==> config.mk <==
export PLATFORM = sky130hd
export DESIGN_NAME = rsdf_ram
export DESIGN_NICKNAME = d
export VERILOG_FILES = /design/src/rtl/rsdf_ram.sv
export SDC_FILE = /design/constraint.sdc
export NUM_CORES = 1
export LEC_CHECK = 0
export BUFFER_PORTS_ARGS = -buffer_cell sky130_fd_sc_hd__buf_2
export CAP_MARGIN = 20
export CORE_ASPECT_RATIO = 1.1
export CORE_UTILIZATION = 55
export DETAILED_ROUTE_END_ITERATION = 7
export PLACE_DENSITY = 0.72
export SLEW_MARGIN = 30
export SYNTH_ARGS = -nofsm -noshare
export SYNTH_HDL_FRONTEND = slang
export SYNTH_SLANG_ARGS = --single-unit
==> constraint.sdc <==
create_clock -name i_clk -period 4.15 [get_ports i_clk]
set_input_delay 0.83 -clock i_clk [delete_from_list [all_inputs] [get_ports i_clk]]
set_output_delay 0.83 -clock i_clk [all_outputs]
set_load 0.02 [all_outputs]
==> src/rtl/rsdf_ram.sv <==
// ----------------------------------------------------------------------------
// rsdf_ram
// Generic single-write, single-read RAM with registered read data.
// ----------------------------------------------------------------------------
module rsdf_ram #(
    parameter int WIDTH = 8,
    parameter int DEPTH = 32
) (
    input  logic                     i_clk,
    input  logic                     i_we,
    input  logic [$clog2(DEPTH)-1:0] i_waddr,
    input  logic [WIDTH-1:0]         i_wdata,
    input  logic                     i_re,
    input  logic [$clog2(DEPTH)-1:0] i_raddr,
    output logic [WIDTH-1:0]         o_rdata
);

    logic [WIDTH-1:0] r_mem [DEPTH];
    logic [WIDTH-1:0] r_rdata;

    always_ff @(posedge i_clk) begin
        if (i_we) begin
            r_mem[i_waddr] <= i_wdata;
        end
        if (i_re) begin
            r_rdata <= r_mem[i_raddr];
        end
    end

    assign o_rdata = r_rdata;

endmodule

# Word-level counts from Yosys, hierarchy flattened
# Memory sizes are Yosys's and may differ from the RTL's. A register that Yosys moved wholly into a read port is not among the register bits.
# Cells that the tools add are included.
# Widths: inputs -> output; s select.
dict set report totals {
  memories 1
  in_bits 21
  romBits 0
  mem_bits_rw 256
  latch_bits 0
  wordCells 3
  out_inout_bits 8
  regBits 0
}
# name words word_bits read_ports rd_ports_with_merged_regs write_ports line
set mem_list {}
lappend mem_list {r_mem 32 8 1 1 1 18} ;# logic [WIDTH-1:0] r_mem [DEPTH];
dict set report classes {
  mux 2
  multipliers 0
  add_sub_neg 0
  eq_ne 0
  shifts 0
  div 0
  n_reduce_logical 0
  n_lt_le_gt_ge 0
  bitwise_logic 0
}
# operator count
set ops {}
lappend ops {{$mux 1} 2}

# Longest topological paths before layout
dict set report depth {
  depth_word 2
  ltp_mapped 5
  depth_no_buf 3
}

# Worst setup path before layout
# Ideal clock, no wire load.
dict set report synth_timing {
  path_type {input to register}
  startpoint {input port i_raddr[2]}
  endpoint {register r_rdata[0], in the netlist o_rdata[0] (read register of r_mem) (data pin)}
  required_ps 3890
  setup_ps 260
  t_arrival_ps 2512
  n_path_buf 2
  stages 5
  slack_ps 1378
  path_cell_list {clkbuf_1 clkbuf_1 mux4_2 mux4_2 mux2_2}
}
# element line
set synth_rtl {}
lappend synth_rtl {{start, declared} 14} ;# input logic [$clog2(DEPTH)-1:0] i_raddr,
lappend synth_rtl {{end, declared} 19} ;# logic [WIDTH-1:0] r_rdata;

==> qor.txt <==
CTS
-----------------------------------------------------------------------------------------------
Clock tree from TritonCTS                                                                 built
Number of buffers on the longest clock path                                                   3
Clock buffers created by TritonCTS                                                           24
Count of cells resized by post-cts repair                                                     0
Clock root buffer                                                                     clkbuf_16
Clock Sink Count                                                                            264
Number of levels the H-tree was split into                                                    1
Number of buffers inserted for hold repair after clock tree synthesis                         0
Insertion delay to the later sink of the worst-skew pair                                 520 ps
Clock input transition at the sequential cells of the worst setup and hold paths          70 ps
Setup bufs post-CTS                                                                           0

POWER
-----------------------------------------------------------------------------------------------
Combinational fraction of design power                                                    0.051
Cell-internal power                                                                    4.249 mW
Switching share of power                                                                 0.2019
Power share of the clock group                                                            0.387
Overall power of the completed layout                                                  5.323 mW
Leak pwr                                                                               3.469 nW
Sequential Power Share                                                                    0.562
Power density cells                                                                473.5 nW/um^2
IR Drop Worst-Case VDD                                                              0.0002956 V
Total net switching power                                                              1.075 mW

FINISH
-----------------------------------------------------------------------------------------------
Util after Layout                                                                        0.6293
Fill cell total of the finished layout                                                     1192
Fraction of layout cells with a size suffix above 1                                      0.3227
Post-layout net count                                                                       475
Layout area overhead                                                                     10.95%
Most common library cell in the layout ignoring fill and taps                          edfxtp_1
Most frequent cells in the layout                                                  edfxtp_1 (264), mux4_2 (80), nor2_1 (33), buf_2 (27), clkbuf_16 (25)
Diode count                                                                                   0

YOSYS
-----------------------------------------------------------------------------------------------
Netlist Area Pre-Place                                                              10130 sq um
Count of unique library cells instantiated by Yosys                                          14
Synthesized instance count                                                                  417
Synth Register Bits                                                                         264
Post-Syn Nets                                                                               438
Cell types occupying the most area after synthesis                                 edfxtp_1 (78%), mux4_2 (18%), nor2_1 (1.2%)
Yosys synthesis warning count                                                                 0
Top cell type's share of synthesized area                                                0.7823
Syn Area/Cell                                                                       24.30 sq um
Seq/Total Area, Yosys                                                                    0.7823
Area leader, netlist                                                                   edfxtp_1

CRITICAL PATH
-----------------------------------------------------------------------------------------------
Slowest stage cell, crit path                                                            mux4_2
Startpoint types                                                                   primary input
Crit path max fanout                                                                         18
Critical path data arrival time                                                         2960 ps
Setup crit end kind                                                                        flop
Worst path required time                                                                4410 ps
Logic depth of the worst register-to-register path                                            3
Largest stage delay, worst path                                                          580 ps
Cell chain of the critical path                                                    buf_4 > buf_4 > mux4_2 > mux4_2 > mux2_2
Crit Path Class                                                                    primary input to flop

FLOORPLANNING
-----------------------------------------------------------------------------------------------
Effective utilization at floorplan                                                       0.5672
Area of the die                                                                     18970 sq um
Die outline width                                                                      131.4 um
Placement row count                                                                          51
Die H                                                                                  144.4 um
Core footprint                                                                      17870 sq um
Top-Level Pins                                                                               29

STA
-----------------------------------------------------------------------------------------------
Remaining max-slew budget at the tightest pin                                            0.3909
Fmax achieved                                                                         369.6 MHz
Final Worst Setup Slack                                                                 1444 ps
Ratio of final minimum period to clock period                                            0.6520
Setup repair after global routing missed its margin                                          no
Hold Vio Cnt, Final                                                                           0
Count of final setup violators                                                                0
Number of pins exceeding their max-slew limit in the final report                             0
Summed negative setup slack over all endpoints                                             0 ps
Clock tree skew after final layout                                                     23.66 ps
Post-layout minimum cycle time                                                          2706 ps
Transition time at the pin with the least slew margin                                  910.3 ps

GRT
-----------------------------------------------------------------------------------------------
Tot GR Track Use                                                                         0.2161
Vias in the first global route                                                             4536
Remaining global-route overflow                                                               0
Maximum number of pins on one net before global-route repair                                 65
Global-route wire length before repair                                                 29.07 mm
Number of antenna violations at the first check in global routing                             1

DRT
-----------------------------------------------------------------------------------------------
Total via count after detailed routing                                                     4442
Average detailed-routed wire length per instance                                       27.35 um
First-pass iteration count of the detailed router                                             7
DRC violations left                                                                           0
Ratio of routed vias to standard cells                                                    6.265
Post-route ant nets                                                                           0
Starting DRC count in detailed routing                                                      532
Wire length after detailed routing                                                     19.39 mm

PLACED DESIGN
-----------------------------------------------------------------------------------------------
Final weighted congestion in routability-driven placement                                0.7814
Port Buffer Count                                                                            28
HPWL after detailed placement                                                          12.06 mm
Worst slack at placement                                                               856.3 ps

HOLD PATH
-----------------------------------------------------------------------------------------------
WHS Path Cells                                                                                1
Path class of the lowest-slack min-delay path                                      primary input to flop

FLOW RUN
-----------------------------------------------------------------------------------------------
Number of max-capacitance violations reported                                                 0

OUTCOME
-----------------------------------------------------------------------------------------------
Result of the run                                                                  finished, final reports clean

## sequential cells by signal, summed over array words and instances (netlist names)
register,cells
r_mem,256
o_rdata,8
## synth_stat cells
master      n
buf_1       6
buf_2       1
buf_4       6
buf_6       1
clkbuf_1    6
edfxtp_1  264
mux2_2      8
mux4_2     80
nand2_1     1
nand3_1     2
nand3b_1    5
nor2_1     33
or3_1       1
or3b_2      3
## logic make-up after synthesis
logic type	share of synthesized area
flip-flops	0.7823
AND/OR/NAND/NOR	0.02050
multiplexers	0.1867
buffers and inverters	0.01049
## power groups by stage
stage	registers, mW	logic, mW	clock network (mW)
2_1_floorplan	3.05	0.158	0
3_3_place_gp	3.05	0.268	0
3_5_place_dp	3.05	0.276	0
4_1_cts	2.99	0.277	2.08
5_1_grt	2.99	0.292	2.18
6_report	2.99	0.274	2.06
## worst paths after layout
check | end | slack, ps | from
hold reg to reg | o_rdata[3] | 970 | r_mem[30][3]
hold / removal | o_rdata[4] | 700 | i_re
setup / recovery | o_rdata[7] | 1440 | i_raddr[0]
setup reg to reg | o_rdata[2] | 2190 | r_mem[5][2]
## per-stage QoR
stage | hold WS, ps | instances | instance area [sq um]
final | 696.2 | 709 | 11240
after global routing | 691.9 | 709 | 11240
after global placement | 954.2 | 666 | 10520
after floorplan | 928.9 | 417 | 10130
after detailed placement | 975.1 | 666 | 10520
after CTS | 681.7 | 709 | 11240
## cell type report
| class | instances | area [sq um] | share of cell area |
|---|---|---|---|
| clock buffers | 29 | 640.6 | 0.05698 |
| clock inverters | 14 | 87.58 | 0.007790 |
| multi-input cells | 133 | 2100 | 0.1867 |
| flip-flops and latches | 264 | 7928 | 0.7051 |
| well taps | 238 | 297.8 | 0.02649 |
| repair buffers | 31 | 190.2 | 0.01692 |
## worst max-delay path: cells and delay by family
| family | cells | cell delay, ps |
|---|---|---|
| muxes | 3 | 1410 |
| buffers and inverters | 2 | 710 |
## per-layer routing
metal / up-vias / GRT usage / wire (um)
li1: 1863 / - / -
met1: 2347 / 0.3096 / 7983
met2: 205 / 0.3500 / 9624
met3: 27 / 0.03295 / 1398
met4: 0 / 0.06671 / 385
met5: - / 0 / 0
No activity file was read; power rests on OpenSTA's default activity.
