## src/rtl/rsdf_pkg.sv

```systemverilog
// ----------------------------------------------------------------------------
// rsdf_pkg
// Shared constants and types for the RootSIFT descriptor finishing block.
// ----------------------------------------------------------------------------
package rsdf_pkg;

    localparam int SAMPLE_BITS_DEF = 16;
    localparam int CELLS           = 16;
    localparam int BINS            = 8;
    localparam int CELL_W          = 4;
    localparam int BIN_IDX_W       = 3;
    localparam int BYTE_W          = 8;
    localparam int NUM_BANKS       = 2;
    localparam int STORE_DEPTH     = NUM_BANKS * CELLS;
    localparam int STORE_ADDR_W    = CELL_W + 1;
    localparam int FRAC_SHIFT      = 20;
    localparam int OUT_DATA_W      = BINS * BYTE_W;

    localparam logic [CELL_W-1:0] LAST_CELL = CELL_W'(CELLS - 1);

    // output byte m takes input bin (8-m) mod 8
    localparam logic [BIN_IDX_W-1:0] BIN_SRC [BINS] = '{
        3'd0, 3'd7, 3'd6, 3'd5, 3'd4, 3'd3, 3'd2, 3'd1
    };

    typedef struct packed {
        logic full;
        logic empty;
        logic wr_bank;
        logic rd_bank;
    } t_qstat;

    typedef enum logic [2:0] {
        B_IDLE,
        B_RD,
        B_LOAD,
        B_CALC,
        B_OUT
    } t_bstate;

endpackage

```

## src/rtl/rsdf_jobq.sv

```systemverilog
// ----------------------------------------------------------------------------
// rsdf_jobq
// Two-entry descriptor queue. Each entry owns one bank of the cell store
// and holds its L1 sum until the back end has loaded its last cell for output.
// ----------------------------------------------------------------------------
module rsdf_jobq import rsdf_pkg::*; #(
    parameter int SAMPLE_BITS = SAMPLE_BITS_DEF
) (
    input  logic                   i_clk,
    input  logic                   i_rst_n,
    input  logic                   i_push,
    input  logic [SAMPLE_BITS+6:0] i_l1,
    input  logic                   i_pop,
    output logic [SAMPLE_BITS+6:0] o_l1,
    output t_qstat                 o_qstat
);

    logic [SAMPLE_BITS+6:0] r_l1 [NUM_BANKS];
    logic                   r_wptr;
    logic                   r_rptr;
    logic [1:0]             r_cnt;
    logic [1:0]             n_cnt;

    always_comb begin
        n_cnt = r_cnt;
        if (i_push && !i_pop) begin
            n_cnt = r_cnt + 2'd1;
        end else if (i_pop && !i_push) begin
            n_cnt = r_cnt - 2'd1;
        end
    end

    always_ff @(posedge i_clk) begin
        if (!i_rst_n) begin
            r_wptr <= 1'b0;
            r_rptr <= 1'b0;
            r_cnt  <= '0;
        end else begin
            r_cnt <= n_cnt;
            if (i_push) begin
                r_wptr <= !r_wptr;
            end
            if (i_pop) begin
                r_rptr <= !r_rptr;
            end
        end
    end

    always_ff @(posedge i_clk) begin
        if (i_push) begin
            r_l1[r_wptr] <= i_l1;
        end
    end

    assign o_l1            = r_l1[r_rptr];
    assign o_qstat.full    = (r_cnt == 2'(NUM_BANKS));
    assign o_qstat.empty   = (r_cnt == 2'd0);
    assign o_qstat.wr_bank = r_wptr;
    assign o_qstat.rd_bank = r_rptr;

endmodule

```

## config.mk

```make
export PLATFORM = sky130hd
export DESIGN_NAME = rsdf_jobq
export DESIGN_NICKNAME = d
export VERILOG_FILES = /design/src/rtl/rsdf_pkg.sv /design/src/rtl/rsdf_jobq.sv
export SDC_FILE = /design/constraint.sdc
export NUM_CORES = 1
export LEC_CHECK = 0
export BUFFER_PORTS_ARGS = -buffer_cell sky130_fd_sc_hd__buf_2
export CAP_MARGIN = 20
export CELL_PAD_IN_SITES_DETAIL_PLACEMENT = 1
export CELL_PAD_IN_SITES_GLOBAL_PLACEMENT = 1
export CORE_AREA = 2 2 83 85
export CTS_BUF_LIST = sky130_fd_sc_hd__clkbuf_4 sky130_fd_sc_hd__clkbuf_8
export CTS_CLUSTER_SIZE = 25
export DETAILED_ROUTE_END_ITERATION = 8
export DIE_AREA = 0 0 85 87
export PLACE_DENSITY_LB_ADDON = 0.1
export SETUP_SLACK_MARGIN = 0.3
export SLEW_MARGIN = 20
export SYNTH_ARGS = -nofsm -noshare
export SYNTH_HDL_FRONTEND = slang
export SYNTH_SLANG_ARGS = --single-unit
```

## constraint.sdc

```tcl
create_clock -name i_clk -period 5.66 [get_ports i_clk]
set_clock_uncertainty 0.05 [all_clocks]
set_input_delay 1.132 -clock i_clk [delete_from_list [all_inputs] [get_ports i_clk]]
set_output_delay 1.132 -clock i_clk [all_outputs]
set_load 0.005 [all_outputs]
```

; ---- Word-level counts from Yosys, hierarchy flattened
; Memories as Yosys holds them, arrays and structs flattened. A register that Yosys moved wholly into a read port is not among the register bits.
; Index checks and enable logic that the tools add are counted.
[word_totals]
in_bits = 27
mem_count = 1
regBits = 4
mem_bits_rw = 46
rom_bits = 0
output_inout_bits = 27
latch_bits = 0
[mem_list]
columns = memory, words, word_bits, rd, rd_ports_with_merged_regs, wr, line_no
row1 = r_l1, 2, 23, 1, 1, 1, rsdf_jobq.sv:18  ; logic [SAMPLE_BITS+6:0] r_l1 [NUM_BANKS];
[classes]
n_lt_le_gt_ge = 0
mul = 0
n_shift = 0
addsub = 2
n_div = 0
n_reduce_logical = 8
n_bitwise = 0
n_mux = 6
n_eq_ne = 1
[op_table]
columns = cell, count
row1 = logical NOT 1 bit, 4
row2 = 2-to-1 mux 1 bit, 4
row3 = 2-to-1 mux 2 bit, 2
row4 = "adder 2 x 1 -> 2 bit, second input constant", 1
row5 = "== test 2 bit, second input constant", 1
row6 = logical AND 1 bit, 2
row7 = logical NOT 2 bit, 1
row8 = nonzero test 2 bit, 1
row9 = "subtractor 2 x 1 -> 2 bit, second input constant", 1

; ---- Longest topological paths before layout
[depth]
depth_word = 4
depth_mapped = 5
ltp_nobuf = 5

; ---- Worst setup path before layout
; No wires, ideal clock.
[synth_timing]
kind = input port to flip-flop
startpoint = input i_push
endpoint = memory r_l1[0][0] in the netlist's numbering, enable pin
arrival_time_ns = 2.226
setup_time_ns = 0.407
setup_slack_ns = 2.977
path_stages = 1
required_time_ns = 5.203
path_buffers = 0
path_cell_list = nor2b_1
[synth_between]
elab_chain_len = 2
[synth_lines]
columns = item, line_no
row1 = from (decl), rsdf_jobq.sv:11  ; input logic i_push,
row2 = 2-to-1 mux 1 bit, rsdf_jobq.sv:50  ; if (i_push) begin
row3 = 2-to-1 mux 1 bit (not written as such), rsdf_jobq.sv:51  ; r_l1[r_wptr] <= i_l1;
row4 = to (decl), rsdf_jobq.sv:18
; No other way between the ends.

==> flow_summary.yaml <==
run_status:
  status: "finished clean"
floorplanning:
  io_pins: 54
  chipHeight_um: 87
  num_rows: 30
  fp.coreArea_um2: 6570
  initial_utilization: 0.288
  chipWidth_um: 85
  die_area_um2: 7400
final_layout:
  final_util: 0.354
  final_nets: 180
  n_antenna_cell: 0
  final_layout_size_suffix_gt1_frac: 0.582
  area_delta_synth_final_pct: 23.2
  final_area_um2: 2330
detailed_routing:
  vias: 1007
  post_drt_wl_per_cell_um: 15.4
  via_per_inst: 4.32
  drt_pre_antenna_iters: 2
  drt-total-wl_um: 3600
  ant_nets: 0
  detail_route.iter0.violations: 57
  drc: 0
synth:
  synth_common_cells: "edfxtp_1, mux2_2, dfxtp_1"
  synth-edff-count: 46
  synthArstFlopShare: 0
  synthCells: 95
  synth_fp_nets: 123
  ys_warn_count: 0
  syn_area_per_cell_um2: 19.9
  synth-seq-area-share: 0.784
  synth_top_area_share: 0.731
  yosysMostFrequentCell: "edfxtp_1"
  ys_top_cells_by_area: "edfxtp_1, mux2_2, dfxtp_1"
  synthFlopType: "edfxtp_1"
  ys_types: 16
  syn_area_um2: 1890
  synth_top_cell_by_area: "edfxtp_1"
  synth-seq-cells: 51
worst_hold_path:
  hold_path_class: "flop to flop"
sta:
  setup-tns-final_ps: 0
  drv_slew: 0
  setup_violations: 0
  finalCriticalPeriod_ps: 2720
  clock.fmax_mhz: 367
  hold_viol: 0
  tightest_slew_ps: 665
  rsz0062_at_grt: "false"
  fin_crit_sh: 0.481
  slew_headroom: 0.555
cts:
  clk_latency_ps: 290
  cts_resized: 0
  numCtsBuffers: 5
  clk_pin_slew_ps: 80
  cts_tree: "done"
  htreeDepth: 2
  cts.sinks: 51
  root_buffer: "clkbuf_8"
  ctsHoldBuffers: 0
  postCtsSetupBuffers: 0
  clockBufferDepth: 2
grt:
  grtUsageTotal: 0.103
  grt_start_max_net_pins: 24
  grt_pass1_vias: 1108
  grt_overflow: 0
  grt_antenna_before_repair: 0
  grt_pass1_wl_um: 5670
worst_setup_path:
  cp_max_fo: 23
  cp.required_ps: 4480
  end_kind: "primary output"
  worstSetupStartpointType: "flop"
  critical_path_arrival_ps: 1540
  path_class: "flop to primary output"
placed_design:
  gp_congestion: 0.628
  dpl_cell_area_um2: 2240
  io_buffers: 53
  dp_hpwl_um: 2460
power:
  cellLeakagePower_nw: 0.884
  p_per_area_nw_per_um2: 317
  max-vdd-ir-drop_uv: 98.8
job:
  max_cap_viol_count: 0
power breakdown:
| part | leakage [nW] | internal, mW | switching, mW |
|---|---|---|---|
| Clock | 0.0498 | 0.102 | 0.112 |
| Combinational | 0.361 | 0.0441 | 0.0325 |
| Sequential | 0.474 | 0.433 | 0.0134 |
critical path: stages, from the launching register on:
cell,delay (ps)
dfxtp_2,700
mux2_2,410
buf_2,130
flip-flops by register name (all words and copies together) (netlist names), named ones only:
register	flops
r_cnt	2
r_rptr	1
r_l1	46
r_wptr	1
area by class of cell:
cell class              count  area [µm²]
clock buffers               8        91.3
fillers                   677        4240
inverters                   1        3.75
multi-input cells          39         378
flip-flops and latches     51        1480
well taps                  80         100
repair buffers             54         273
final timing paths:
check | startpoint | end | slack, ps | cells past startpoint
setup / recovery | flop | o_l1[3] | 2940 | 2
hold / removal | r_cnt[1] | r_cnt[1] | 480 | 2
setup reg to reg | r_wptr | r_l1[0][4] | 4070 | 2
hold reg to reg | r_cnt[1] | r_cnt[1] | 480 | 2
per-stage QoR:
step | power (mW) | hold slack (ps) | instances | setup WS [ps]
after floorplan | 0.494 | 416 | 95 | 2980
final | 0.738 | 479 | 233 | 2940
after global routing | 0.773 | 512 | 233 | 2810
after detailed placement | 0.536 | 470 | 225 | 2820
after global placement | 0.532 | 429 | 225 | 2820
after CTS | 0.748 | 493 | 233 | 2480
cell usage in the layout (no fill, tap or decap):
| cell type | count |
|---|---|
| nor2_1 | 1 |
| clkbuf_8 | 5 |
| xor2_1 | 2 |
| xnor2_1 | 1 |
| and2b_2 | 1 |
| nor2b_2 | 1 |
| nor2b_1 | 1 |
| o21a_1 | 1 |
| and2_2 | 1 |
| buf_4 | 1 |
| inv_1 | 1 |
| or3_1 | 1 |
| edfxtp_1 | 46 |
| a21boi_1 | 1 |
| clkbuf_4 | 3 |
| ha_1 | 1 |
| buf_2 | 53 |
| mux2_2 | 23 |
| dfxtp_1 | 4 |
| and2_1 | 3 |
| o21ai_0 | 1 |
| dfxtp_2 | 1 |
cell families (layout without fill, tap and decap cells):
logic type,Yosys count,count (layout),share of synthesized area
XOR/XNOR,3,3,0.0139
flip-flops,51,51,0.784
multiplexers,23,23,0.137
adder cells (fa/ha/maj),1,1,0.00662
AO/OA/AOI/OAI,3,3,0.0106
AND/OR/NAND/NOR,9,9,0.0298
buffers and inverters,5,63,0.0179
per-layer routing:
metal  track usage  wire, µm
met1         0.117      1450
met2         0.180      1910
met3        0.0360       178
met4        0.0390        57
met5             0         0
Power figures use the tool's default switching activity.
