==> src/rtl/rsdf_pkg.sv <==
// ----------------------------------------------------------------------------
// rsdf_pkg
// Shared constants and types for the RootSIFT descriptor finishing block.
// ----------------------------------------------------------------------------
package rsdf_pkg;

    localparam int SAMPLE_BITS_DEF = 16;
    localparam int CELLS           = 16;
    localparam int BINS            = 8;
    localparam int CELL_W          = 4;
    localparam int BIN_IDX_W       = 3;
    localparam int BYTE_W          = 8;
    localparam int NUM_BANKS       = 2;
    localparam int STORE_DEPTH     = NUM_BANKS * CELLS;
    localparam int STORE_ADDR_W    = CELL_W + 1;
    localparam int FRAC_SHIFT      = 20;
    localparam int OUT_DATA_W      = BINS * BYTE_W;

    localparam logic [CELL_W-1:0] LAST_CELL = CELL_W'(CELLS - 1);

    // output byte m takes input bin (8-m) mod 8
    localparam logic [BIN_IDX_W-1:0] BIN_SRC [BINS] = '{
        3'd0, 3'd7, 3'd6, 3'd5, 3'd4, 3'd3, 3'd2, 3'd1
    };

    typedef struct packed {
        logic full;
        logic empty;
        logic wr_bank;
        logic rd_bank;
    } t_qstat;

    typedef enum logic [2:0] {
        B_IDLE,
        B_RD,
        B_LOAD,
        B_CALC,
        B_OUT
    } t_bstate;

endpackage

==> src/rtl/rsdf_front.sv <==
// ----------------------------------------------------------------------------
// rsdf_front
// Input side: takes one cell per transfer, stores its bin magnitudes and
// accumulates the L1 sum; hands a finished descriptor to the job queue.
// ----------------------------------------------------------------------------
module rsdf_front import rsdf_pkg::*; #(
    parameter int SAMPLE_BITS = SAMPLE_BITS_DEF
) (
    input  logic                          i_clk,
    input  logic                          i_rst_n,
    input  logic                          i_tvalid,
    output logic                          o_tready,
    input  logic [BINS*SAMPLE_BITS-1:0]   i_tdata,
    input  t_qstat                        i_qstat,
    output logic                          o_we,
    output logic [STORE_ADDR_W-1:0]       o_waddr,
    output logic [BINS*SAMPLE_BITS-1:0]   o_wdata,
    output logic                          o_push,
    output logic [SAMPLE_BITS+6:0]        o_l1
);

    localparam int L1_W = SAMPLE_BITS + 7;

    logic [CELL_W-1:0]        r_cnt;
    logic [CELL_W-1:0]        n_cnt;
    logic [L1_W-1:0]          r_sum;
    logic [L1_W-1:0]          n_sum;
    logic [L1_W-1:0]          sum_all;
    logic [SAMPLE_BITS-1:0]   mag [BINS];
    logic                     take;

    assign o_tready = !i_qstat.full;
    assign take     = i_tvalid && o_tready;

    always_comb begin
        sum_all = r_sum;
        for (int k = 0; k < BINS; k++) begin
            mag[k] = i_tdata[k*SAMPLE_BITS +: SAMPLE_BITS];
            if (mag[k][SAMPLE_BITS-1]) begin
                mag[k] = ~mag[k] + SAMPLE_BITS'(1);
            end
            o_wdata[k*SAMPLE_BITS +: SAMPLE_BITS] = mag[k];
            sum_all = sum_all + L1_W'(mag[k]);
        end
    end

    always_comb begin
        n_cnt  = r_cnt;
        n_sum  = r_sum;
        o_push = 1'b0;
        if (take) begin
            n_cnt = r_cnt + CELL_W'(1);
            if (r_cnt == LAST_CELL) begin
                o_push = 1'b1;
                n_sum  = '0;
            end else begin
                n_sum  = sum_all;
            end
        end
    end

    assign o_we    = take;
    assign o_waddr = {i_qstat.wr_bank, r_cnt};
    assign o_l1    = sum_all;

    always_ff @(posedge i_clk) begin
        if (!i_rst_n) begin
            r_cnt <= '0;
            r_sum <= '0;
        end else begin
            r_cnt <= n_cnt;
            r_sum <= n_sum;
        end
    end

endmodule

==> config.mk <==
export PLATFORM = sky130hd
export DESIGN_NAME = rsdf_front
export DESIGN_NICKNAME = d
export VERILOG_FILES = /design/src/rtl/rsdf_pkg.sv /design/src/rtl/rsdf_front.sv
export SDC_FILE = /design/constraint.sdc
export NUM_CORES = 1
export LEC_CHECK = 0
export BUFFER_PORTS_ARGS = -buffer_cell sky130_fd_sc_hd__buf_2
export CAP_MARGIN = 20
export CORE_UTILIZATION = 43
export DETAILED_ROUTE_END_ITERATION = 6
export HOLD_SLACK_MARGIN = 0.12
export PLACE_DENSITY = 0.72
export SYNTH_ARGS = -nofsm -noshare
export SYNTH_HDL_FRONTEND = slang
export SYNTH_SLANG_ARGS = --single-unit
==> constraint.sdc <==
create_clock -name i_clk -period 16.6 [get_ports i_clk]
set_input_delay 2.49 -clock i_clk [delete_from_list [all_inputs] [get_ports i_clk]]
set_output_delay 2.49 -clock i_clk [all_outputs]
set_load 0.1 [all_outputs]
Yosys cells after proc, flatten, opt, wreduce, memory -nomap -nowiden
Index checks and enable logic that the tools add are counted.
{"block": "word_totals", "inputBits": 135, "out_inout_bits": 159, "ff_bits": 27}
{"block": "op_classes", "muxes": 11, "n_reduce_logical": 2, "eq_ne": 1, "add_sub_neg": 17, "bitwise": 8}
{"op": "$add 23x16->23", "count": 8}
{"op": "$add 16x1->16 const B", "count": 8}
{"op": "$mux 16", "count": 8}
{"op": "$not 16->16", "count": 8}
{"op": "$mux 23", "count": 1}
{"op": "$add 4x1->4 const B", "count": 1}
{"op": "$eq 4x4->1 const B", "count": 1}
{"op": "$mux 1", "count": 2}
{"op": "$logic_and 1x1->1", "count": 1}
{"op": "$logic_not 1->1", "count": 1}

Longest topological paths before layout
{"block": "depth", "depth_word": 12, "ltp_mapped": 25, "depth_no_buf": 24}

Worst setup path before layout
OpenSTA, ideal clock, no wires.
{"block": "synth_path", "kind": "in2out", "start": "input port i_tdata[101]", "end": "output port o_l1[22]", "arrival_ns": 11.851, "required_ns": 14.110, "stages": 19, "setup_slack_ns": 2.259, "cell_sequence": "nor4_1 > inv_1 > nor3_1 > nand3_1 > nor4b_1 > fa_1 > fa_1 > fa_1 > inv_1 > fa_1 > inv_1 > ha_1 > nand2_1 > o21bai_1 > inv_1 > a31o_2 > a311oi_4 > nor2_1 > xor2_1"}
{"block": "synth_via", "elab_chain_cells": 5}
{"element": "start: declaration", "line_no": "rsdf_front.sv:13", "rtl": "input logic [BINS*SAMPLE_BITS-1:0] i_tdata,"}
{"element": "$not 16->16", "line_no": "rsdf_front.sv:40", "rtl": "mag[k] = ~mag[k] + SAMPLE_BITS'(1);"}
{"element": "$add 16x1->16", "line_no": "rsdf_front.sv:40"}
{"element": "$mux 16", "line_no": "rsdf_front.sv:39", "rtl": "if (mag[k][SAMPLE_BITS-1]) begin"}
{"element": "named net o_wdata[111]", "line_no": "rsdf_front.sv:17", "rtl": "output logic [BINS*SAMPLE_BITS-1:0] o_wdata,"}
{"element": "$add 23x16->23 (2 in a row)", "line_no": "rsdf_front.sv:43", "rtl": "sum_all = sum_all + L1_W'(mag[k]);"}
{"element": "end: declaration", "line_no": "rsdf_front.sv:19", "rtl": "output logic [SAMPLE_BITS+6:0] o_l1"}
The timed path passes the listed nets, and every way through them passes these cells.

Final worst setup path
{"block": "layout_path", "start": "input port i_tdata[35]", "end": "output port o_l1[22]"}
{"block": "layout_via", "elab_chain_cells": 9}
{"element": "$not 16->16", "line_no": "rsdf_front.sv:40"}
{"element": "$add 16x1->16", "line_no": "rsdf_front.sv:40"}
{"element": "$mux 16 (*)", "line_no": "rsdf_front.sv:39"}
{"element": "$add 23x16->23 (*) (6 in a row)", "line_no": "rsdf_front.sv:43"}
Mark *: on every way between the ends. The rest lies on a longest branch, timed or not.

==> impl_metrics.ini <==
[worst_setup_path]
worstPathRequired_ps = 14110
critPathKind = in -> out
endpoint_kind = output port
crit_family = adder cells
critPathMaxFanout = 7
crit_buf_inv = 4
reg2reg_slack_ps = 11700
cpMostUsedCell = fa_1
crit_path_top_delay_cell = fa_1
worstPathCellList = buf_2, nor4_1, nand2b_1, nor2_1, nand3_1, or4_1, o31ai_1, xnor2_1, fa_1, fa_1, fa_1, inv_1, fa_1, inv_1, ha_1, a21oi_2, and3_1, nand3_1, a31o_2, a311oi_4, nor2_1, xor2_1, buf_2
slowest_delay_ps = 540
cp.arrival_ps = 9030
startpoint_type = input pin

[finish]
multi_input_comb_area_um2 = 5850
drive_above_1_share_pct = 26.3
diodes = 0
syn_to_final_growth_pct = 22.8
fillers = 1673
nets = 1450
ff_latch_area_um2 = 541

[global_routing]
grt.total_usage_pct = 26.7
grt_max_degree = 19
grt-ovfl-total = 0
antenna_found_initial = 1
grt_pass1_wl_um = 36600
first_global_vias = 7085

[detailed_routing]
vias = 7086
drc = 0
vias_per_cell = 5.10
ant_nets = 0
drt-total-wl_um = 23000
drt_iter0_drc = 309
avgRoutedWirePerCell_um = 16.6
first_pass_iters = 5

[timing]
fin_tns_setup_ps = 0
rsz0062_at_grt = false
slew-limit-headroom_pct = 27.1
hold_violations = 0
finClkSkew_ps = 13.0
max_slew.worst_pin.slew_ps = 1080
finalCritPeriodShare_pct = 69.4
setup_viol = 0
clock.fmax_mhz = 86.8
slew_violations = 0
min_period_ps = 11520

[synth]
postSynthCellCount = 898
ys_ff_latch = 27
synth_area_um2 = 7380
yosysUniqueCellTypes = 60
yosysSeqAreaShare_pct = 7.33
synth_flop_cell = dfxtp_1
syn_avg_cell_area_um2 = 8.22
synth.net_count = 1178
yosys_warnings = 0
synth_edf_count = 0
async_flop_share_pct = 0

[place]
port_buffers = 289
place_congestion = 0.961
dp_hpwl_um = 20600

[status]
status = finished, final reports clean

[cts]
post_cts_buffers = 0
clk_pin_slew_ps = 80
cts_tree = done
root_buffer = clkbuf_16
cts_buffers = 3
clockBufferDepth = 2
hold_buffers = 0
clk_latency_ps = 280
htree_levels = 1
cts_resized = 0
cts.sinks = 27

[flow_run]
maxCapViolCount = 0

[floorplan]
dieArea_um2 = 17700
initial_core_util_pct = 44.3
fp.dieW_um = 133
ios = 294
die_y_um = 133
rows = 47
core_region_area_um2 = 16600

[worst_hold_path]
hp-class = reg -> reg
## worst reg2reg max path: stages, from the launching register on
cell and delay [ps]:
dfxtp_1 340, inv_1 60, fa_1 490, inv_1 60
fa_1 470, fa_1 490, inv_1 60, fa_1 580
inv_1 60, ha_1 280, a21o_1 190, and4_1 200
a311oi_2 340, o21ai_1 240, a31oi_1 400, o22a_1 240
nor2_1 50, o32ai_1 270
## cell families after synthesis
group | count (synthesis) | share of synthesized area, %
compound gates | 145 | 14.0
fa+ha+maj | 145 | 35.9
simple gates | 200 | 14.0
buf+inv | 252 | 13.4
flops | 27 | 7.33
mux | 1 | 0.136
xor+xnor | 128 | 15.3
## metrics by stage
stage               setup slack (ps)  utilization (%)  area, um2  cells  hold slack (ps)
floorplan                       2260                -       7380    898              432
global placement                5170             53.9       8970   1385              441
detailed placement              5160             53.9       8970   1385              452
CTS                             5130             54.4       9060   1389              461
global route                    4770             54.4       9060   1389              506
finish                          5080             54.4       9060   1389              458
## area by class of cell
type / instances / area share (%)
Multi-Input combinational cell: 619 / 64.6
Timing Repair Buffer: 289 / 16.0
Inverter: 230 / 9.53
Tap cell: 220 / 3.04
Clock inverter: 1 / 0.0967
Clock buffer: 3 / 0.829
Sequential cell: 27 / 5.97
## Yosys cell counts (all sizes together) (3+ instances only)
cell,number,area [um2]
a22o,8,70.1
and2,4,25.0
buf,11,82.6
a21oi,17,96.4
a22oi,11,82.6
or3,14,87.6
nand4,4,25.0
o21ai,42,210
inv,230,863
dfxtp,27,541
ha,34,425
nand4bb,3,33.8
a21o,10,75.1
or4,5,37.5
nor3,14,70.1
xnor2,86,761
nor4,6,37.5
and3,3,18.8
o31a,5,43.8
and4,3,26.3
a31oi,5,31.3
o41ai,17,156
nand2b,16,100
o21a,4,30.0
nor2b,7,51.3
or2,4,25.0
clkbuf,11,41.3
fa,111,2220
nand3,9,45.0
nand2,73,274
xor2,42,368
nor2,28,105
o31ai,14,105
## final timing paths
check	cells after the start	end	start
max reg2reg	17	r_sum[21]	r_sum[3]
min reg2reg	2	r_sum[4]	r_sum[4]
min	2	r_sum[4]	r_sum[4]
max	23	o_l1[22]	i_tdata[35]
## flip-flops by register name, indices dropped and copies added, names as in the netlist
name,flops
r_cnt,4
r_sum,23
## cell usage in the layout (no fill, tap or decap), types with 5 or more instances in the layout
cell,n
inv_1,229
or4_1,5
fa_1,111
a22o_1,8
a21oi_1,14
dfxtp_1,27
o21ai_0,40
o41ai_1,16
nand3_1,9
a21o_1,10
nand2b_1,16
xor2_1,42
nor2_1,28
o31a_1,5
a22oi_1,11
nor2b_1,6
or3_1,14
nand2_1,73
buf_2,289
nor4_1,6
nor3_1,14
xnor2_1,85
ha_1,34
a31oi_1,5
o31ai_1,14
## layer usage
layer / vias up / global-route usage (%) / routed length, um
met5: - / 0 / 13
met2: 263 / 48.7 / 11800
met3: 38 / 3.30 / 1190
met1: 3409 / 33.4 / 9440
li1: 3374 / - / -
met4: 2 / 5.62 / 555
Power is left out: the tool's default activity adds up to more than one toggle a clock period on the data nets, which glitch-free logic cannot reach.
