==> config.mk <==
export PLATFORM = sky130hd
export DESIGN_NAME = rsdf_back
export DESIGN_NICKNAME = d
export VERILOG_FILES = /design/src/rtl/rsdf_pkg.sv /design/src/rtl/rsdf_back.sv
export SDC_FILE = /design/constraint.sdc
export NUM_CORES = 2
export LEC_CHECK = 0
export BUFFER_PORTS_ARGS = -buffer_cell sky130_fd_sc_hd__buf_2
export CAP_MARGIN = 20
export CORE_MARGIN = 8
export CORE_UTILIZATION = 35
export CTS_BUF_LIST = sky130_fd_sc_hd__clkbuf_16
export DETAILED_ROUTE_END_ITERATION = 6
export GPL_ROUTABILITY_DRIVEN = 0
export HOLD_SLACK_MARGIN = 0.02
export MAX_ROUTING_LAYER = met4
export SYNTH_ARGS = -nofsm -noshare
export SYNTH_HDL_FRONTEND = slang
export SYNTH_SLANG_ARGS = --single-unit
==> constraint.sdc <==
create_clock -name i_clk -period 17.18 [get_ports i_clk]
set_clock_uncertainty 0.2 [all_clocks]
set_input_delay 2.577 -clock i_clk [delete_from_list [all_inputs] [get_ports i_clk]]
set_output_delay 2.577 -clock i_clk [all_outputs]
set_load 0.05 [all_outputs]
==> src/rtl/rsdf_pkg.sv <==
// ----------------------------------------------------------------------------
// rsdf_pkg
// Shared constants and types for the RootSIFT descriptor finishing block.
// ----------------------------------------------------------------------------
package rsdf_pkg;

    localparam int SAMPLE_BITS_DEF = 16;
    localparam int CELLS           = 16;
    localparam int BINS            = 8;
    localparam int CELL_W          = 4;
    localparam int BIN_IDX_W       = 3;
    localparam int BYTE_W          = 8;
    localparam int NUM_BANKS       = 2;
    localparam int STORE_DEPTH     = NUM_BANKS * CELLS;
    localparam int STORE_ADDR_W    = CELL_W + 1;
    localparam int FRAC_SHIFT      = 20;
    localparam int OUT_DATA_W      = BINS * BYTE_W;

    localparam logic [CELL_W-1:0] LAST_CELL = CELL_W'(CELLS - 1);

    // output byte m takes input bin (8-m) mod 8
    localparam logic [BIN_IDX_W-1:0] BIN_SRC [BINS] = '{
        3'd0, 3'd7, 3'd6, 3'd5, 3'd4, 3'd3, 3'd2, 3'd1
    };

    typedef struct packed {
        logic full;
        logic empty;
        logic wr_bank;
        logic rd_bank;
    } t_qstat;

    typedef enum logic [2:0] {
        B_IDLE,
        B_RD,
        B_LOAD,
        B_CALC,
        B_OUT
    } t_bstate;

endpackage

==> src/rtl/rsdf_back.sv <==
// ----------------------------------------------------------------------------
// rsdf_back
// Output side: reads one stored cell at a time and runs eight parallel
// bit-by-bit searches for the rounded root, one result bit per cycle.
// ----------------------------------------------------------------------------
module rsdf_back import rsdf_pkg::*; #(
    parameter int SAMPLE_BITS = SAMPLE_BITS_DEF
) (
    input  logic                        i_clk,
    input  logic                        i_rst_n,
    input  logic [SAMPLE_BITS+6:0]      i_l1,
    input  t_qstat                      i_qstat,
    output logic                        o_pop,
    output logic                        o_re,
    output logic [STORE_ADDR_W-1:0]     o_raddr,
    input  logic [BINS*SAMPLE_BITS-1:0] i_rdata,
    output logic                        o_tvalid,
    input  logic                        i_tready,
    output logic [OUT_DATA_W-1:0]       o_tdata,
    output logic [CELL_W-1:0]           o_tuser,
    output logic                        o_tlast
);

    localparam int L1_W  = SAMPLE_BITS + 7;
    localparam int T_W   = SAMPLE_BITS + FRAC_SHIFT;
    localparam int ACC_W = SAMPLE_BITS + 25;
    localparam int EL_W  = SAMPLE_BITS + 18;
    localparam int SUM_W = SAMPLE_BITS + 27;

    t_bstate                  r_state;
    t_bstate                  n_state;
    logic [CELL_W-1:0]        r_cell;
    logic [CELL_W-1:0]        n_cell;
    logic [BIN_IDX_W-1:0]     r_step;
    logic [BIN_IDX_W-1:0]     n_step;
    logic                     r_ovalid;
    logic                     n_ovalid;
    logic [OUT_DATA_W-1:0]    r_obytes;
    logic [CELL_W-1:0]        r_ocell;
    logic                     r_olast;
    logic                     out_load;

    // per-lane search state: e = 2r-1, e2 = e*e*L1, el = e*L1
    logic [SAMPLE_BITS-1:0]   r_mag [BINS];
    logic [BYTE_W-1:0]        r_res [BINS];
    logic [ACC_W-1:0]         r_e2  [BINS];
    logic signed [EL_W-1:0]   r_el  [BINS];

    logic [BIN_IDX_W-1:0]     bit_b;
    logic signed [SUM_W-1:0]  trial [BINS];
    logic                     ok    [BINS];
    logic [OUT_DATA_W-1:0]    n_obytes;
    logic                     l1_zero;

    assign bit_b   = BIN_IDX_W'(BINS - 1) - r_step;
    assign l1_zero = (i_l1 == '0);

    always_comb begin
        for (int i = 0; i < BINS; i++) begin
            trial[i] = $signed({{(SUM_W-ACC_W){1'b0}}, r_e2[i]})
                     + (SUM_W'(r_el[i]) <<< ({1'b0, bit_b} + 4'd2))
                     + ($signed({{(SUM_W-L1_W){1'b0}}, i_l1}) <<< ({1'b0, bit_b, 1'b0} + 5'd2));
            ok[i] = (trial[i][ACC_W-1:0] <=
                     {{(ACC_W-T_W){1'b0}}, r_mag[i], {FRAC_SHIFT{1'b0}}});
        end
    end

    always_comb begin
        for (int m = 0; m < BINS; m++) begin
            n_obytes[m*BYTE_W +: BYTE_W] = l1_zero ? '0 : r_res[BIN_SRC[m]];
        end
    end

    always_comb begin
        n_state  = r_state;
        n_cell   = r_cell;
        n_step   = r_step;
        n_ovalid = r_ovalid && !i_tready;
        o_pop    = 1'b0;
        o_re     = 1'b0;
        out_load = 1'b0;
        case (r_state)
            B_IDLE: begin
                if (!i_qstat.empty) begin
                    n_state = B_RD;
                end
            end
            B_RD: begin
                o_re    = 1'b1;
                n_state = B_LOAD;
            end
            B_LOAD: begin
                n_step  = '0;
                n_state = B_CALC;
            end
            B_CALC: begin
                n_step = r_step + BIN_IDX_W'(1);
                if (r_step == BIN_IDX_W'(BINS - 1)) begin
                    n_state = B_OUT;
                end
            end
            B_OUT: begin
                // wait for the output register to drain
                if (!r_ovalid || i_tready) begin
                    out_load = 1'b1;
                    n_ovalid = 1'b1;
                    n_cell   = r_cell + CELL_W'(1);
                    if (r_cell == LAST_CELL) begin
                        o_pop   = 1'b1;
                        n_state = B_IDLE;
                    end else begin
                        n_state = B_RD;
                    end
                end
            end
            default: begin
                n_state = B_IDLE;
            end
        endcase
    end

    assign o_raddr = {i_qstat.rd_bank, r_cell};

    always_ff @(posedge i_clk) begin
        if (!i_rst_n) begin
            r_state  <= B_IDLE;
            r_cell   <= '0;
            r_step   <= '0;
            r_ovalid <= 1'b0;
        end else begin
            r_state  <= n_state;
            r_cell   <= n_cell;
            r_step   <= n_step;
            r_ovalid <= n_ovalid;
        end
    end

    always_ff @(posedge i_clk) begin
        for (int i = 0; i < BINS; i++) begin
            if (r_state == B_LOAD) begin
                r_mag[i] <= i_rdata[i*SAMPLE_BITS +: SAMPLE_BITS];
                r_res[i] <= '0;
                r_e2[i]  <= ACC_W'(i_l1);
                r_el[i]  <= -$signed({{(EL_W-L1_W){1'b0}}, i_l1});
            end else if (r_state == B_CALC && ok[i]) begin
                r_res[i] <= r_res[i] | (BYTE_W'(1) << bit_b);
                r_e2[i]  <= trial[i][ACC_W-1:0];
                r_el[i]  <= r_el[i]
                          + ($signed({{(EL_W-L1_W){1'b0}}, i_l1}) <<< ({1'b0, bit_b} + 4'd1));
            end
        end
        if (out_load) begin
            r_obytes <= n_obytes;
            r_ocell  <= r_cell;
            r_olast  <= (r_cell == LAST_CELL);
        end
    end

    assign o_tvalid = r_ovalid;
    assign o_tdata  = r_obytes;
    assign o_tuser  = r_ocell;
    assign o_tlast  = r_olast;

endmodule

* After elaboration in Yosys (flattened, before gate mapping)
Memories as Yosys holds them, arrays and structs flattened. A register that Yosys moved wholly into a read port is not among the register bits.
Index checks and enable logic that the tools add are counted.
** Word-level totals
- Flip-flop bits (word level) :: 16
- Latch bits :: 0
- RAM bits :: 792
- Memory bits (read-only) :: 0
- Input bits :: 158
- Output and inout bits :: 77
- Memories :: 4
** Cells by class
- $add $sub $neg :: 31
- Multipliers :: 0
- Div/mod/pow operators :: 0
- Magnitude comparators :: 8
- Eq/ne operators :: 9
- Shifts and indexed selects :: 11
- Muxes and demuxes :: 64
- Bitwise operators :: 32
- Reduce and logical (&&, ||, !) cells :: 17
** Memories
- r_e2 :: words 8, width 41, rd ports 8, clocked after memory_dff 0, wr ports 8, line rsdf_back.sv:46 : logic [ACC_W-1:0] r_e2 [BINS];
- r_el :: words 8, width 34, rd ports 8, clocked after memory_dff 0, wr ports 8, line rsdf_back.sv:47 : logic signed [EL_W-1:0] r_el [BINS];
- r_mag :: words 8, width 16, rd ports 8, clocked after memory_dff 0, wr ports 8, line rsdf_back.sv:44 : logic [SAMPLE_BITS-1:0] r_mag [BINS];
- r_res :: words 8, width 8, rd ports 16, clocked after memory_dff 8, wr ports 8, line rsdf_back.sv:45 : logic [BYTE_W-1:0] r_res [BINS];
** Operators by type and width (count)
- $add 41x41->41 :: 16
- $le 41x36->1 :: 8
- $mux 41 :: 8
- $sshl 34x4->41 :: 8
- $add 34x34->34 :: 8
- $mux 34 :: 8
- $mux 8 :: 8
- $or 8x8->8 :: 8
- $sshl 24x5->41 :: 1
- $mux 1 :: 35
- $neg 23->34 :: 1
- $sshl 24x4->34 :: 1
- $or 1x1->1 :: 24
- $logic_not 23->1 :: 1
- $pmux 3 s5 :: 1
- $logic_and 1x1->1 :: 9
- $mux 3 :: 3
- $shl 1x3->8 const A :: 1
- $eq 3x2->1 const B :: 2
- $eq 3x3->1 const B :: 2
- $ne 2x2->1 const B :: 3
- $pmux 3 s2 :: 1
- $add 4x2->5 const B :: 1
- $add 3x1->4 const B :: 1
- other kinds (12) :: 13

* Depth between registers and ports, before layout
- Depth after elaboration :: 11
- Mapped depth :: 48
- Gate-level depth less buffers :: 37

* Worst setup path after synthesis
Ideal clock, no wire load.
- Kind :: flip-flop to flip-flop
- Start point :: reg r_step[1]
- End point :: mem r_e2[1][0] (netlist name), enable pin
- Library setup time :: 0.444 ns
- Arrival :: 12.353 ns
- Path slack :: 4.184 ns
- Stages on the path, launching flop included :: 43
- Clock period less this slack :: 12.996 ns
- Path through :: dfxtp_1 > buf_2 > buf_4 > buf_1 > clkbuf_1 > buf_1 > inv_1 > ha_1 > clkbuf_1 > buf_1 > clkbuf_1 > buf_1 > a21oi_1 > a211oi_1 > fa_1 > ha_1 > clkbuf_1 > a21o_1 > [7 not listed] > a21o_1 > a21oi_1 > xnor2_1 > ha_1 > and4_1 > nand2_1 > nor4_1 > or4b_1 > nor4_1 > o2111ai_1 > nor4bb_1 > a41o_1 > nor4b_1 > or3b_1 > clkbuf_1 > buf_2 > buf_2 > nand2_1
** RTL lines
- start: declaration :: line rsdf_back.sv:34 : logic [BIN_IDX_W-1:0] r_step;
- start signal: assignment :: line rsdf_back.sv:133 : r_step <= n_step;
- end: declaration :: line rsdf_back.sv:46

==> results.json <==
{
  "status": "complete, but fails checks",
  "failed_checks": "design-rule violations",
  "cts_max_level": 3,
  "timing.rr.start": "r_step[1]$_SDFFE_PN0P_",
  "synth_cell_type_count": 99,
  "crit_type": "flop to flop",
  "grt_start_max_net_pins": 149,
  "post_layout_nonfiller_instances": 12920,
  "clk_path_buf_depth": 3,
  "place_hpwl_um": 264700,
  "rrSetupSlack_ns": 3.16,
  "pwr-share-clk_pct": 22.3,
  "grt_pass1_vias": 74480,
  "drt-pass1-iter-count": 7,
  "fmax_mhz": 71.31,
  "yosys_warnings": 0,
  "ff2ff_path_depth": 38,
  "slowest_delay_ns": 0.88,
  "yosysMostFrequentCell": "edfxtp_1",
  "p_seq_share_pct": 25.1,
  "yosys.area.top_type": "edfxtp_1",
  "switching_share_pct": 43.68,
  "crit_path_max_fanout": 76,
  "path_common_cell": "buf_4",
  "clk_pin_slew_ns": 0.07,
  "power_density_mw_per_mm2": 104.2,
  "die_w_um": 519.5,
  "cts_tree": "built",
  "gr-total-overflow": 0,
  "cts_root_buf": "clkbuf_16",
  "cts_setup_buffers": 0,
  "critPathRequiredTime_ns": 17.42,
  "drc": 70,
  "pwr-share-comb_pct": 52.6,
  "min_period_over_period_pct": 81.62,
  "synth_edf_count": 861,
  "max_cap_viol_count": 0,
  "die_y_um": 519.5,
  "synthTopCellsByCount": "edfxtp_1, a21oi_1, ha_1",
  "insertion_delay_ns": 0.78,
  "syn_area_per_cell_um2": 9.565,
  "drv_slew": 0,
  "dieArea_mm2": 0.2698,
  "slew_headroom_pct": 13.93,
  "crit_slowest_cell": "nand2_4",
  "post_cts_resized": 0,
  "setup_violations": 0,
  "irDropWorstVdd_uv": 77.08,
  "synth_top_area_share_pct": 29.14,
  "p_leak_nw": 39.80,
  "pin_count": 235,
  "path_buf_inv": 8,
  "ant_nets": 0,
  "hold_path_class": "flop to flop",
  "cp_top_family": "simple AND/OR/NAND/NOR gates",
  "area_delta_synth_final_pct": 10.90,
  "cts_buffers": 102,
  "switching_power_mw": 4.479,
  "startpoint_type": "flop",
  "min_period_ns": 14.02,
  "hold_start": "r_cell[3]$_SDFFE_PN0P_",
  "grt_util_all_layers_pct": 26.36,
  "hold_path_depth": 0,
  "post-route-util_pct": 38.89,
  "wl_per_cell_um": 28.01,
  "syn_inst": 9275,
  "tightest_slew_ns": 1.285,
  "first_iter_violations": 9832,
  "final_hold_viol_count": 0,
  "critPathCaptureType": "flop",
  "synthArstFlopShare_pct": 0,
  "synthesis.area_mm2": 0.08872,
  "finalPower_mw": 10.25,
  "rsz0062_at_grt": "false",
  "fillers": 24810,
  "synth-main-ff-cell": "edfxtp_1",
  "setup_tns_ns": 0,
  "whs_ns": 0.2950,
  "min_to": "o_tuser[3]$_DFFE_PP_",
  "design.core.area_mm2": 0.2530,
  "core.rowCount": 185,
  "final_layout_size_suffix_gt1_share_pct": 12.22,
  "ys_seq_elements": 872,
  "yosysSeqAreaShare_pct": 29.39,
  "antenna_found_initial": 47,
  "grt_pass1_wl_um": 514500,
  "clkSinkCount": 872,
  "reg2reg_to": "r_e2[0][97]$_DFFE_PP_",
  "fin_nets": 10620,
  "hold_buffers": 0,
  "viasPerCell": 6.060,
  "dpl.cell_count": 12680,
  "p_int_mw": 5.775,
  "synth.area.top_cells": "edfxtp_1, ha_1, fa_1",
  "start_util_pct": 35.07,
  "wirelength_um": 361800,
  "cp.arrival_ns": 14.26,
  "port_buffers": 230,
  "routed-via-count": 78270
}
-- flip-flops by register name (all words and copies together) (netlist names) --
| register | count |
|---|---|
| o_tdata | 64 |
| r_res | 64 |
| r_step | 3 |
| r_e2 | 328 |
| o_tvalid | 1 |
| r_state | 3 |
| r_mag | 128 |
| o_tlast | 1 |
| r_el | 272 |
| o_tuser | 4 |
| r_cell | 4 |
-- power by group through the flow --
stage / Sequential (mW) / Combinational [mW] / Clock, mW
6_report: 2.57 / 5.39 / 2.29
5_1_grt: 2.59 / 5.83 / 2.37
2_1_floorplan: 2.59 / 3.64 / 0
4_1_cts: 2.57 / 5.24 / 2.32
3_5_place_dp: 2.61 / 5.19 / 0
3_3_place_gp: 2.61 / 5.09 / 0
-- cell usage in the layout, fill, tap and decap left out, types with 49 or more instances in the layout --
| cell type | n |
|---|---|
| nand4_1 | 83 |
| or2_2 | 59 |
| o21a_1 | 121 |
| diode_2 | 49 |
| buf_2 | 231 |
| a21o_1 | 353 |
| mux2_2 | 191 |
| o21bai_1 | 64 |
| mux4_2 | 158 |
| ha_1 | 712 |
| nor3_1 | 117 |
| nand2b_1 | 93 |
| clkbuf_16 | 103 |
| a21oi_1 | 816 |
| nor2_1 | 676 |
| nor2b_1 | 111 |
| fa_1 | 328 |
| buf_4 | 188 |
| and2_1 | 166 |
| o211ai_1 | 55 |
| o21ai_0 | 512 |
| nand2_1 | 689 |
| mux2i_1 | 475 |
| and3_1 | 129 |
| xor2_1 | 230 |
| nand3_1 | 127 |
| a31oi_1 | 85 |
| xnor2_1 | 301 |
| a211oi_1 | 85 |
| edfxtp_1 | 861 |
| inv_1 | 564 |
-- cell families (layout without fill, tap and decap cells) --
group,Yosys count,after routing,share of synthesized area (%)
buffers and inverters,994,1180,4.372
AOI/OAI and AO/OA,2489,2489,17.61
xor gates and xnor gates,550,550,5.430
other,1,89,0.004227
adders and majority gates,1043,1043,17.49
muxes,842,842,12.08
and+or+nand+nor,2484,2484,13.63
DFF,872,872,29.39
-- final cells by class --
cell class	instances	area [um^2]	share of cell area [%]
Multi-Input combinational cell	7448	59580	60.56
Antenna cell	49	122.6	0.1246
Clock buffer	103	2577	2.620
Clock inverter	83	755.7	0.7681
Inverter	559	2113	2.148
Sequential cell	872	26080	26.51
Timing Repair Buffer	435	2945	2.993
Tap cell	3366	4212	4.280
-- worst register-to-register path, delay by kind of cell (launching register included) --
family                   cells  cell delay, ns
buffers and inverters        8            3.69
AND/OR/NAND/NOR             12            3.65
AO/OA/AOI/OAI               12            3.36
adder cells (fa/ha/maj)      5            2.16
flip-flops                   1            0.44
XOR/XNOR                     1            0.18
-- routing by layer --
layer	wire (um)	up-vias	GRT usage [%]
li1	-	34440	-
met1	136100	37950	31.42
met4	35310	0	20.98
met5	0	-	-
met2	146200	4648	36.45
met3	44250	1226	8.436
-- stage by stage --
stage	setup WS [ns]	area (um^2)
after CTS	3.561	98180
after detailed placement	2.837	94850
after global routing	2.890	98360
after global placement	2.897	94610
after floorplan	4.184	88860
final	3.158	98390
-- how the worst max path moves through the flow --
stage | start | endpoint | cells after the start | slack [ns]
4_1_cts | r_step[1]$_SDFFE_PN0P_ | r_e2[0][97]$_DFFE_PP_ | 38 | 3.56
2_1_floorplan | r_step[1]$_SDFFE_PN0P_ | r_e2[1][0]$_DFFE_PP_ | 42 | 4.18
5_1_grt | r_step[1]$_SDFFE_PN0P_ | r_e2[0][97]$_DFFE_PP_ | 38 | 2.89
3_5_place_dp | i_l1[10] | r_e2[1][116]$_SDFFCE_PN0P_ | 34 | 2.84
6_report | r_step[1]$_SDFFE_PN0P_ | r_e2[0][97]$_DFFE_PP_ | 38 | 3.16
3_3_place_gp | i_l1[20] | r_e2[0][72]$_SDFFCE_PN0P_ | 29 | 2.90
Power figures use the tool's default switching activity.
